===== config.mk =====
export PLATFORM = sky130hd
export DESIGN_NAME = kssc_ctrl
export DESIGN_NICKNAME = d
export VERILOG_FILES = /design/src/sv/kssc_pkg.sv /design/src/sv/kssc_ctrl.sv
export SDC_FILE = /design/constraint.sdc
export NUM_CORES = 1
export LEC_CHECK = 0
export ABC_AREA = 0
export BUFFER_PORTS_ARGS = -buffer_cell sky130_fd_sc_hd__buf_2
export CORE_AREA = 2 2 39 41
export CTS_CLUSTER_DIAMETER = 100
export DETAILED_ROUTE_END_ITERATION = 12
export DIE_AREA = 0 0 41 43
export SYNTH_ARGS = -nofsm -noshare
export SYNTH_HDL_FRONTEND = slang
export SYNTH_SLANG_ARGS = --single-unit

===== constraint.sdc =====
create_clock -name clk -period 3.6 [get_ports clk]
set_input_delay 0.36 -clock clk [delete_from_list [all_inputs] [get_ports clk]]
set_output_delay 0.36 -clock clk [all_outputs]
set_load 0.02 [all_outputs]

===== src/sv/kssc_pkg.sv =====
// Shared types, constants and compare functions for the k-smallest selector.
`timescale 1ns / 1ps

package kssc_pkg;

    localparam int MAX_KEEP = 16;
    localparam int IDX_W    = (MAX_KEEP > 1) ? $clog2(MAX_KEEP) : 1;
    localparam int CNT_W    = $clog2(MAX_KEEP + 1);
    localparam int CODE_W   = 32;
    localparam int VAL_W    = 32;
    localparam int SEL_W    = 5;

    typedef struct packed {
        logic [CODE_W-1:0]        code;
        logic signed [VAL_W-1:0]  value;
    } rec_t;

    // controller -> datapath
    typedef struct packed {
        logic insert;
        logic sort_step;
        logic sort_odd;
        logic shift;
    } cmd_t;

    // datapath -> controller
    typedef struct packed {
        logic [CNT_W-1:0] count;
    } stat_t;

    // flip sign bit so an unsigned compare orders two's complement values
    function automatic logic [VAL_W-1:0] ord_key(input logic [VAL_W-1:0] v);
        ord_key = {~v[VAL_W-1], v[VAL_W-2:0]};
    endfunction

    // a ranks strictly after b: value first, then code
    function automatic logic rank_after(input rec_t a, input rec_t b);
        logic [VAL_W-1:0] ka;
        logic [VAL_W-1:0] kb;
        ka = ord_key(a.value);
        kb = ord_key(b.value);
        if (ka != kb)
            rank_after = (ka > kb);
        else
            rank_after = (a.code > b.code);
    endfunction

    // a goes out after b: code first, then value
    function automatic logic emit_after(input rec_t a, input rec_t b);
        if (a.code != b.code)
            emit_after = (a.code > b.code);
        else
            emit_after = (ord_key(a.value) > ord_key(b.value));
    endfunction

endpackage


===== src/sv/kssc_ctrl.sv =====
// Controller: collect, sort passes, and emit sequencing.
`timescale 1ns / 1ps

module kssc_ctrl
(
    input  logic             clk,
    input  logic             rst_n,
    input  logic             in_valid,
    input  logic             item_last,
    input  logic             out_ready,
    input  kssc_pkg::stat_t  stat,
    output logic             in_ready,
    output logic             out_valid,
    output logic             out_last,
    output kssc_pkg::cmd_t   cmd
);

    localparam int IW = kssc_pkg::IDX_W;

    typedef enum logic [1:0] {
        ST_COLLECT,
        ST_SORT,
        ST_EMIT
    } state_t;

    state_t        state_reg;
    state_t        state_next;
    logic [IW-1:0] pass_reg;
    logic [IW-1:0] pass_next;
    logic          in_ready_reg;
    logic          in_ready_next;
    logic          out_valid_reg;
    logic          out_valid_next;
    logic          take;
    logic          give;

    assign take = in_valid && in_ready_reg;
    assign give = out_valid_reg && out_ready;

    always_comb
    begin
        state_next = state_reg;
        pass_next  = pass_reg;
        case (state_reg)
            ST_COLLECT:
            begin
                pass_next = '0;
                if (take && item_last)
                    state_next = ST_SORT;
            end
            ST_SORT:
            begin
                pass_next = pass_reg + IW'(1);
                if (pass_reg == IW'(kssc_pkg::MAX_KEEP - 1))
                    state_next = ST_EMIT;
            end
            ST_EMIT:
            begin
                if (give && stat.count == kssc_pkg::CNT_W'(1))
                    state_next = ST_COLLECT;
            end
            default:
            begin
                state_next = ST_COLLECT;
            end
        endcase
        in_ready_next  = (state_next == ST_COLLECT);
        out_valid_next = (state_next == ST_EMIT);
    end

    always_ff @(posedge clk or negedge rst_n)
    begin
        if (!rst_n)
        begin
            state_reg     <= ST_COLLECT;
            pass_reg      <= '0;
            in_ready_reg  <= 1'b1;
            out_valid_reg <= 1'b0;
        end
        else
        begin
            state_reg     <= state_next;
            pass_reg      <= pass_next;
            in_ready_reg  <= in_ready_next;
            out_valid_reg <= out_valid_next;
        end
    end

    assign in_ready      = in_ready_reg;
    assign out_valid     = out_valid_reg;
    assign out_last      = (stat.count == kssc_pkg::CNT_W'(1));
    assign cmd.insert    = take;
    assign cmd.sort_step = (state_reg == ST_SORT);
    assign cmd.sort_odd  = pass_reg[0];
    assign cmd.shift     = give;

endmodule


; Word level (Yosys, flattened, before mapping)
; Index checks and enable logic that the tools add are counted.
[word_totals]
regBits = 8
in_bits = 10
output_inout_bits = 7
word_cells = 22
[classes]
mux = 5
n_eq_ne = 5
reduce_logical = 7
addsub = 1
[op_table]
columns = operator, count
row1 = $pmux 4 s2, 1
row2 = $mux 2, 3
row3 = $pmux 2 s3, 1
row4 = $eq 5x1->1 const B, 1
row5 = $add 4x1->4 const B, 1
row6 = $eq 2x2->1 const B, 2
row7 = $eq 4x4->1 const B, 1
row8 = $logic_and 1x1->1, 4
row9 = $logic_not 2->1, 2
row10 = $eq 2x1->1 const B, 1
row11 = $reduce_bool 2->1, 1

; Logic depth before layout (Yosys ltp)
; Gate-level depths: netlist of the first run.
[logic_depth]
ltp_word = 5
ltp_mapped = 4
mapped_depth_nobuf = 4

; Least setup slack after synthesis of the first run
; Ideal clock, no wire load.
[synth_path]
path_kind = input to output
start = input stat[3] (netlist name)
end = output out_last
path_buffers = 0
cell_stages = 2
required_time_ns = 3.240
arrival_ns = 0.889
setup_slack_ns = 2.351
cell_sequence = nor4_2 -> and2_1
[synth_between]
elab_chain_cells = 1
[synth_rtl]
columns = element, line_no
row1 = start: declaration, kssc_ctrl.sv:11  ; input kssc_pkg::stat_t stat,
row2 = $eq 5x1->1, kssc_ctrl.sv:91  ; assign out_last = (stat.count == kssc_pkg::CNT_W'(1));
row3 = end: declaration, kssc_ctrl.sv:14  ; output logic out_last,
; Every way passes these cells.

==> results of run 1 <==
-- cell type report --
cell class,count,area share (%)
clock buffer,4,4.895
inverter,1,0.6993
multi-input combinational,26,36.36
sequential,8,37.53
tap,16,3.730
timing repair buffer,17,16.78
-- power breakdown --
part	internal (mW)	total, mW	leakage [nW]	switching, mW
registers	0.124	0.159	0.0997	0.0349
logic	0.0689	0.135	0.148	0.0665
clock network	0.0427	0.0777	0.0150	0.0350
-- what timing repair did --
item / in CTS / in global routing
endpoints found under the setup margin: 0 / 0
hold buffers: 1 / 0
hold endpoints to repair: 7 / 0
-- routing by layer --
| metal | vias to the layer above | routed length [µm] | GRT usage [%] |
|---|---|---|---|
| met2 | 19 | 327 | 16.25 |
| met4 | 0 | 30 | 12.00 |
| met1 | 144 | 367 | 14.00 |
| met5 | - | 0 | 0 |
| li1 | 168 | - | - |
| met3 | 4 | 87 | 3.141 |
-- layout by cell type, fill, tap and decap left out, drive strengths merged, types with 2 or more instances in the layout --
cell type / synthesis / layout
a21oi: 2 / 2
a22o: 2 / 2
and2: 3 / 3
buf: 4 / 16
clkbuf: 0 / 4
dfrtp: 7 / 7
nand2: 3 / 3
nand2b: 2 / 2
nand3: 3 / 3
o21ai: 3 / 3
-- cells by family after synthesis --
family / Yosys count
muxes: 1
AOI/OAI and AO/OA: 10
and+or+nand+nor: 14
DFF: 8
adders and majority gates: 1
buffers and inverters: 5
-- per-stage QoR --
stage / power, mW / hold slack [ns]
after global placement: 0.2926 / 0.2120
after floorplan: 0.2672 / 0.06441
final: 0.3718 / 0.3806
after global routing: 0.4049 / 0.4061
after CTS: 0.3741 / 0.3808
after detailed placement: 0.2951 / 0.2122
-- worst max path at each step --
stage	from	endpoint	slack, ns	cells after the start
after global routing	state_reg[1]	cmd[2]	1.92	3
after CTS	state_reg[1]	cmd[2]	2.02	3
after floorplan	stat[3]	out_last	2.35	2
after detailed placement	stat[3]	out_last	2.15	4
after global placement	stat[3]	out_last	2.19	4
final	state_reg[1]	cmd[2]	2.03	3
-- worst reg2reg max path: stages (launching register included) --
cell	delay [ns]
dfrtp_1	0.41
ha_1	0.25
mux2_4	0.30
a22o_1	0.18
==> flow_metrics.py, run 1 <==
metrics = {
    "worst_setup_path": {
        "reg2reg_depth": 3,
        "cp_cell_sequence": "nand2b_4 > inv_1 > buf_2",
        "cp_data_required_time_ns": 3.24,
        "critPathMaxStageDelay_ns": 0.52,
        "crit_fanout": 9,
        "r2r_setup_slack_ns": 2.34,
        "cp-end-kind": "output port",
        "critPathLaunchType": "flop",
        "cp_num_buf_inv": 2,
        "cpLargestDelayFamily": "flip-flops",
        "rr_endpoint": "pass_reg[2]",
        "arrival_ns": 1.21,
        "slowest_stage": "dfrtp_1",
        "critPathKind": "flop to output port",
        "r2r_start": "pass_reg[0]",
    },
    "global_route": {
        "antenna_found_initial": 0,
        "track_usage_pct": 11.98,
        "first_global_vias": 322,
        "grt_max_degree": 10,
        "grt_pass1_wl_mm": 1.324,
        "globalRouteOverflowTotal": 0,
    },
    "floorplanning": {
        "rows": 14,
        "die_h_um": 43,
        "io_pins": 17,
        "dieArea_um2": 1763,
        "start_util_pct": 31.37,
        "die_x_um": 41,
        "coreArea_um2": 1384,
    },
    "logic_synthesis": {
        "synth_adder_area_share_pct": 2.882,
        "synth-xor-area-share_pct": 0,
        "yosysTopAreaCellShare_pct": 40.35,
        "yosysWarnings": 0,
        "synth_edf_count": 0,
        "yosys.area_share.simple_pct": 21.04,
        "synth_seq_cells": 8,
        "synthMuxAreaShare_pct": 3.458,
        "synth_top_family_by_area": "simple AND/OR/NAND/NOR gates",
        "synth_area_per_cell_um2": 11.13,
        "synth_cells": 39,
        "ys_types": 22,
        "synth_ff_type": "dfrtp_1",
        "synthArstFlopShare_pct": 100.0,
        "yosysTopAreaCell": "dfrtp_1",
        "yosysMostFrequentCell": "dfrtp_1",
        "synth_compound_area_share_pct": 17.58,
        "synth_area_leaders": "dfrtp_1, dfstp_2, buf_4",
        "synth_area_um2": 434.2,
        "yosysSeqAreaShare_pct": 46.40,
        "syn_nets": 50,
    },
    "run": {
        "drv_cap": 0,
    },
    "sta": {
        "fmax_mhz": 637.2,
        "setup_ws_ns": 2.031,
        "post-route-period-util_pct": 43.59,
        "setup_tns_ns": 0,
        "maxSlewViolCount": 0,
        "setup_viol": 0,
        "finClkSkew_ns": 0.002873,
        "finalHoldViolations": 0,
        "slew_headroom_pct": 79.12,
        "fin_crit_ns": 1.569,
        "worst_pin_slew_ns": 0.3132,
        "rsz0062_at_grt": "false",
    },
    "place": {
        "place.port_buffers": 16,
        "postPlaceCellArea_um2": 500.5,
        "pre_cts_ws_ns": 2.147,
        "dp_hpwl_um": 597.3,
        "dp_cells": 67,
        "gp_congestion": 0.6768,
    },
    "layout": {
        "diodes": 0,
        "layout-drive-gt1-share_pct": 46.43,
        "largest_reg_flops": 4,
        "fin_area_um2": 536.8,
        "final_cells": 72,
        "fin_util_pct": 38.79,
        "fillers": 145,
        "area_growth_syn_to_layout_pct": 23.63,
        "multi_input_area_um2": 195.2,
        "fin_nets": 68,
        "register_area_um2": 201.4,
    },
    "clocking": {
        "cts_made_buffers": 3,
        "cts_root_buffer": "clkbuf_4",
        "cts_tree": "done",
        "clkTransAtPathRegs_ns": 0.06,
        "cts_max_level": 1,
        "clk_latency_ns": 0.26,
        "cts_setup_buffers": 0,
        "post_cts_resized": 0,
        "clock-sinks": 8,
        "clk_path_buf_depth": 2,
    },
    "hold_path": {
        "hold_start": "item_last",
        "hold_class": "primary input to flop",
        "min_to": "state_reg[0]",
        "whs_path_depth": 3,
    },
    "detailed_routing": {
        "wl_um": 813,
        "drc": 0,
        "drt-vias-per-instance": 4.653,
        "postRouteAntennaNets": 0,
        "wl_per_cell_um": 11.29,
        "firstDrtPassIters": 3,
        "initialDrtViolationCount": 4,
        "vias": 335,
    },
    "pwr": {
        "powerDensity_nw_per_um2": 692.7,
        "peakVddDrop_uv": 286.1,
        "power_leakage_nw": 0.2631,
    },
    "status": {
        "outcome": "finished, final reports clean",
    },
}
(Power assumes the default switching activity.)
==> run 2: changes to the inputs <==
Clock period 3.6 ns to 1.4 ns, I/O delays scaled along.
==> run 2 against run 1 <==
Die area stayed put. Non-clock buffer count stayed put. Sequential power grew to 2.6 times the previous value. Flip-flop and latch count stayed put. Register-to-register slack worse by 2.2 ns. Routed wire length is 2.7% lower. Via count is 0.60% higher. Clock skew is 0.0025 ns lower. Clock-buffer cell count stayed put. Hold slack worse by 0.20 ns. Final area stayed put. Clock power is 150% higher.
==> flow_metrics.py, run 2 (synthesis gave the netlist of run 1 again) <==
metrics = {
    "sta": {
        "fin_crit_ns": 1.326,
        "post-route-period-util_pct": 94.72,
        "rsz0062_at_grt": "false",
        "finalHoldViolations": 0,
        "setup_tns_ns": 0,
        "finClkSkew_ns": 0.0003736,
        "slew_headroom_pct": 80.39,
        "worst_pin_slew_ns": 0.2942,
        "fmax_mhz": 754.1,
        "setup_viol": 0,
        "maxSlewViolCount": 0,
    },
    "pwr": {
        "power_leakage_nw": 0.2631,
        "p_int_mw": 0.6051,
        "peakVddDrop_uv": 854.6,
        "powerDensity_nw_per_um2": 1773,
        "seq_power_share_pct": 43.2,
        "p_switching_mw": 0.3464,
        "p_sw_share_pct": 36.41,
        "p_clk_share_pct": 20.2,
        "pwr-share-comb_pct": 36.6,
    },
    "detailed_routing": {
        "initialDrtViolationCount": 6,
        "wl_per_cell_um": 10.99,
        "vias": 337,
        "wl_um": 791,
        "drt-vias-per-instance": 4.681,
        "postRouteAntennaNets": 0,
        "drc": 0,
        "firstDrtPassIters": 4,
    },
    "worst_setup_path": {
        "critPathLaunchType": "flop",
        "cp_data_required_time_ns": 1.26,
        "critPathKind": "flop to output port",
        "cp-end-kind": "output port",
        "cp-endpoint": "cmd[2]",
        "reg2reg_depth": 3,
        "cp-startpoint": "state_reg[1]",
        "crit_fanout": 9,
        "rr_endpoint": "pass_reg[2]",
        "r2r_start": "pass_reg[0]",
        "r2r_setup_slack_ns": 0.17,
        "arrival_ns": 1.19,
    },
    "layout": {
        "register_area_um2": 201.4,
        "fin_nets": 68,
        "fin_area_um2": 536.8,
        "multi_input_area_um2": 195.2,
        "layout-drive-gt1-share_pct": 46.43,
        "final_cell_mix": "buf_2, dfrtp_1",
        "largest_reg_flops": 4,
        "area_growth_syn_to_layout_pct": 23.63,
        "fin_util_pct": 38.79,
        "diodes": 0,
        "fillers": 138,
        "final_common_cell": "buf_2",
    },
    "place": {
        "postPlaceCellArea_um2": 500.5,
        "dp_hpwl_um": 609.1,
        "place.port_buffers": 16,
        "gp_congestion": 0.6885,
    },
    "clocking": {
        "cts_tree": "done",
        "clk_latency_ns": 0.25,
        "clock-sinks": 8,
        "cts_root_buffer": "clkbuf_4",
        "cts_made_buffers": 3,
        "clkTransAtPathRegs_ns": 0.06,
        "clk_path_buf_depth": 2,
        "cts_max_level": 1,
        "cts_setup_buffers": 0,
        "ctsHoldBuffers": 1,
        "post_cts_resized": 0,
    },
    "floorplanning": {
        "die_h_um": 43,
        "dieArea_um2": 1763,
        "start_util_pct": 31.37,
        "rows": 14,
        "coreArea_um2": 1384,
        "io_pins": 17,
        "die_x_um": 41,
    },
    "hold_path": {
        "whs_path_depth": 3,
        "hold_class": "primary input to flop",
    },
    "global_route": {
        "first_global_vias": 312,
        "grt_pass1_wl_mm": 1.228,
        "track_usage_pct": 10.66,
        "grt_max_degree": 10,
        "globalRouteOverflowTotal": 0,
        "antenna_found_initial": 0,
    },
    "run": {
        "drv_cap": 0,
    },
    "status": {
        "outcome": "finished, final reports clean",
    },
}
run 2: per-stage QoR:
stage / worst slack, ns / power [mW] / std cells / hold slack [ns]
after CTS: 0.06817 / 0.9717 / 72 / 0.1742
final: 0.07391 / 0.9516 / 72 / 0.1775
after detailed placement: 0.1688 / 0.7684 / 67 / -0.008629
after global routing: 0.01955 / 1.030 / 72 / 0.1747
after floorplan: 0.2086 / 0.6871 / 39 / -0.1556
after global placement: 0.2017 / 0.7523 / 67 / -0.008283
run 2: per-layer routing:
layer / global-route usage, % / up-vias / share of wire [%]
met2: 15.63 / 18 / 43
met4: 6.000 / 0 / 1.8
met1: 13.33 / 147 / 45
met3: 3.141 / 2 / 10
li1: - / 170 / -
met5: 0 / - / 0
run 2: area by class of cell:
class	instances	share of cell area, %
clock buffers	4	4.895
inverters	1	0.6993
multi-input cells	26	36.36
flip-flops and latches	8	37.53
well taps	16	3.730
repair buffers	17	16.78
run 2: worst min-delay path by stage:
stage / slack [ns] / to / startpoint
6_report: 0.18 / state_reg[0] / item_last
3_5_place_dp: -0.009 / state_reg[0] / rst_n
4_1_cts: 0.17 / state_reg[0] / item_last
5_1_grt: 0.17 / state_reg[0] / item_last
3_3_place_gp: -0.008 / pass_reg[3] / rst_n
2_1_floorplan: -0.16 / out_valid / rst_n
run 2: power by group through the flow:
stage          combinational (mW)  clock [mW]  sequential (mW)
2_1_floorplan               0.275           0            0.412
3_5_place_dp                0.352           0            0.416
6_report                    0.349       0.192            0.411
3_3_place_gp                0.344           0            0.408
5_1_grt                     0.385       0.222            0.424
4_1_cts                     0.357       0.204            0.410
run 2: worst max-delay path: stages, from the launching register on:
cell and delay [ns]:
dfrtp_1 0.51, nand2b_4 0.22, inv_1 0.05, buf_2 0.15
==> run 3: changes to the inputs <==
Settings changed: CTS_CLUSTER_DIAMETER 100 to 40, PLACE_DENSITY from default to 0.65.
==> run 3 against run 2 <==
Combinational power grew 1%. Cell count is the same. Global-route usage grew 0.39 points. Fmax shrank 0.20%. Critical path depth is the same. Routed wire length grew 2.9%. Via count grew 2.4%. Worst setup slack lost 0.0027 ns. Total power grew 0.51%. Sequential share of layout area is the same. Largest cell class unchanged.
==> flow_metrics.py, run 3 (synthesis gave the netlist of run 1 again) <==
metrics = {
    "status": {
        "outcome": "finished, final reports clean",
    },
    "sta": {
        "fin_crit_ns": 1.329,
        "fmax_mhz": 752.6,
        "slew_headroom_pct": 79.86,
        "setup_viol": 0,
        "post-route-period-util_pct": 94.91,
        "worst_pin_slew_ns": 0.3021,
        "setup_ws_ns": 0.07122,
        "setup_tns_ns": 0,
        "finClkSkew_ns": 0.007723,
        "maxSlewViolCount": 0,
        "rsz0062_at_grt": "false",
        "whs_ns": 0.1732,
        "finalHoldViolations": 0,
    },
    "detailed_routing": {
        "firstDrtPassIters": 5,
        "wl_per_cell_um": 11.31,
        "wl_um": 814,
        "drt-vias-per-instance": 4.792,
        "vias": 345,
        "postRouteAntennaNets": 0,
        "drc": 0,
        "initialDrtViolationCount": 8,
    },
    "floorplanning": {
        "rows": 14,
        "start_util_pct": 31.37,
        "coreArea_um2": 1384,
        "die_x_um": 41,
        "die_h_um": 43,
        "io_pins": 17,
        "dieArea_um2": 1763,
    },
    "pwr": {
        "power_leakage_nw": 0.2631,
        "powerDensity_nw_per_um2": 1782,
        "peakVddDrop_uv": 838.3,
    },
    "place": {
        "gp_congestion": 0.7114,
        "pre_cts_ws_ns": 0.1722,
        "place.port_buffers": 16,
        "postPlaceCellArea_um2": 500.5,
    },
    "clocking": {
        "clock-sinks": 8,
        "clk_path_buf_depth": 2,
        "cts_setup_buffers": 0,
        "cts_tree": "done",
        "clk_latency_ns": 0.26,
        "cts_root_buffer": "clkbuf_4",
        "clkTransAtPathRegs_ns": 0.05,
        "cts_made_buffers": 3,
        "cts_max_level": 1,
    },
    "worst_setup_path": {
        "r2r_start": "pass_reg[0]",
        "crit_fanout": 9,
        "arrival_ns": 1.19,
        "cp_data_required_time_ns": 1.26,
        "cp-startpoint": "state_reg[1]",
        "r2r_setup_slack_ns": 0.16,
        "cp-end-kind": "output port",
        "critPathLaunchType": "flop",
        "critPathKind": "flop to output port",
        "reg2reg_depth": 3,
    },
    "global_route": {
        "globalRouteOverflowTotal": 0,
        "track_usage_pct": 11.05,
        "first_global_vias": 322,
        "antenna_found_initial": 0,
        "grt_max_degree": 10,
        "grt_pass1_wl_mm": 1.262,
    },
    "hold_path": {
        "whs_path_depth": 3,
        "hold_class": "primary input to flop",
        "hold_start": "item_last",
    },
    "layout": {
        "fin_nets": 68,
        "layout-drive-gt1-share_pct": 46.43,
        "diodes": 0,
        "largest_reg_flops": 4,
        "area_growth_syn_to_layout_pct": 23.63,
        "final_cell_mix": "buf_2, dfrtp_1",
        "fin_area_um2": 536.8,
        "final_common_cell": "buf_2",
    },
    "run": {
        "drv_cap": 0,
    },
}
[run 3: cell counts in the layout (fill, tap and decap cells not counted)]
No cell type changed its count.
[run 3: path summary, 6_finish.rpt]
kind,end
worst max-delay path,cmd[2]
worst min-delay path,state_reg[0]
worst max register to register,pass_reg[2]
worst min register to register,pass_reg[0]
max in group asynchronous,in_ready
min in group asynchronous,out_valid
[run 3: worst max-delay path: stages, from the launching register on]
cell	delay [ns]
dfrtp_1	0.51
nand2b_4	0.22
inv_1	0.05
buf_2	0.15
[run 3: per-layer routing]
layer,vias up,share of wire [%],track usage [%]
li1,176,-,-
met1,149,45,14.29
met2,20,44,15.00
met3,0,12,3.141
met4,0,0,8.000
met5,-,0,0
[run 3: repair_timing]
item | in CTS | in global routing
endpoints found under the hold margin | 8 | 0
gates resized for setup | 0 | 0
hold buffers | 1 | 0
[run 3: layout make-up]
class	instances	area (µm²)
clock buffer	4	26.28
fill	142	847.1
inverter	1	3.754
multi-input combinational	26	195.2
sequential	8	201.4
tap	16	20.02
timing repair buffer	17	90.09
[run 3: report_power, final]
group	switching, mW	total (mW)	leakage [nW]	internal (mW)
combinational	0.175	0.353	0.148	0.178
sequential	0.0912	0.410	0.0997	0.318
clock	0.0844	0.194	0.0150	0.109
[run 3: stage by stage]
stage               std cells  power, mW  util (%)
floorplan                  39     0.6871         -
global placement           67     0.7495     36.17
detailed placement         67     0.7679     36.17
CTS                        72     0.9701     38.79
global route               72      1.041     38.79
finish                     72     0.9564     38.79
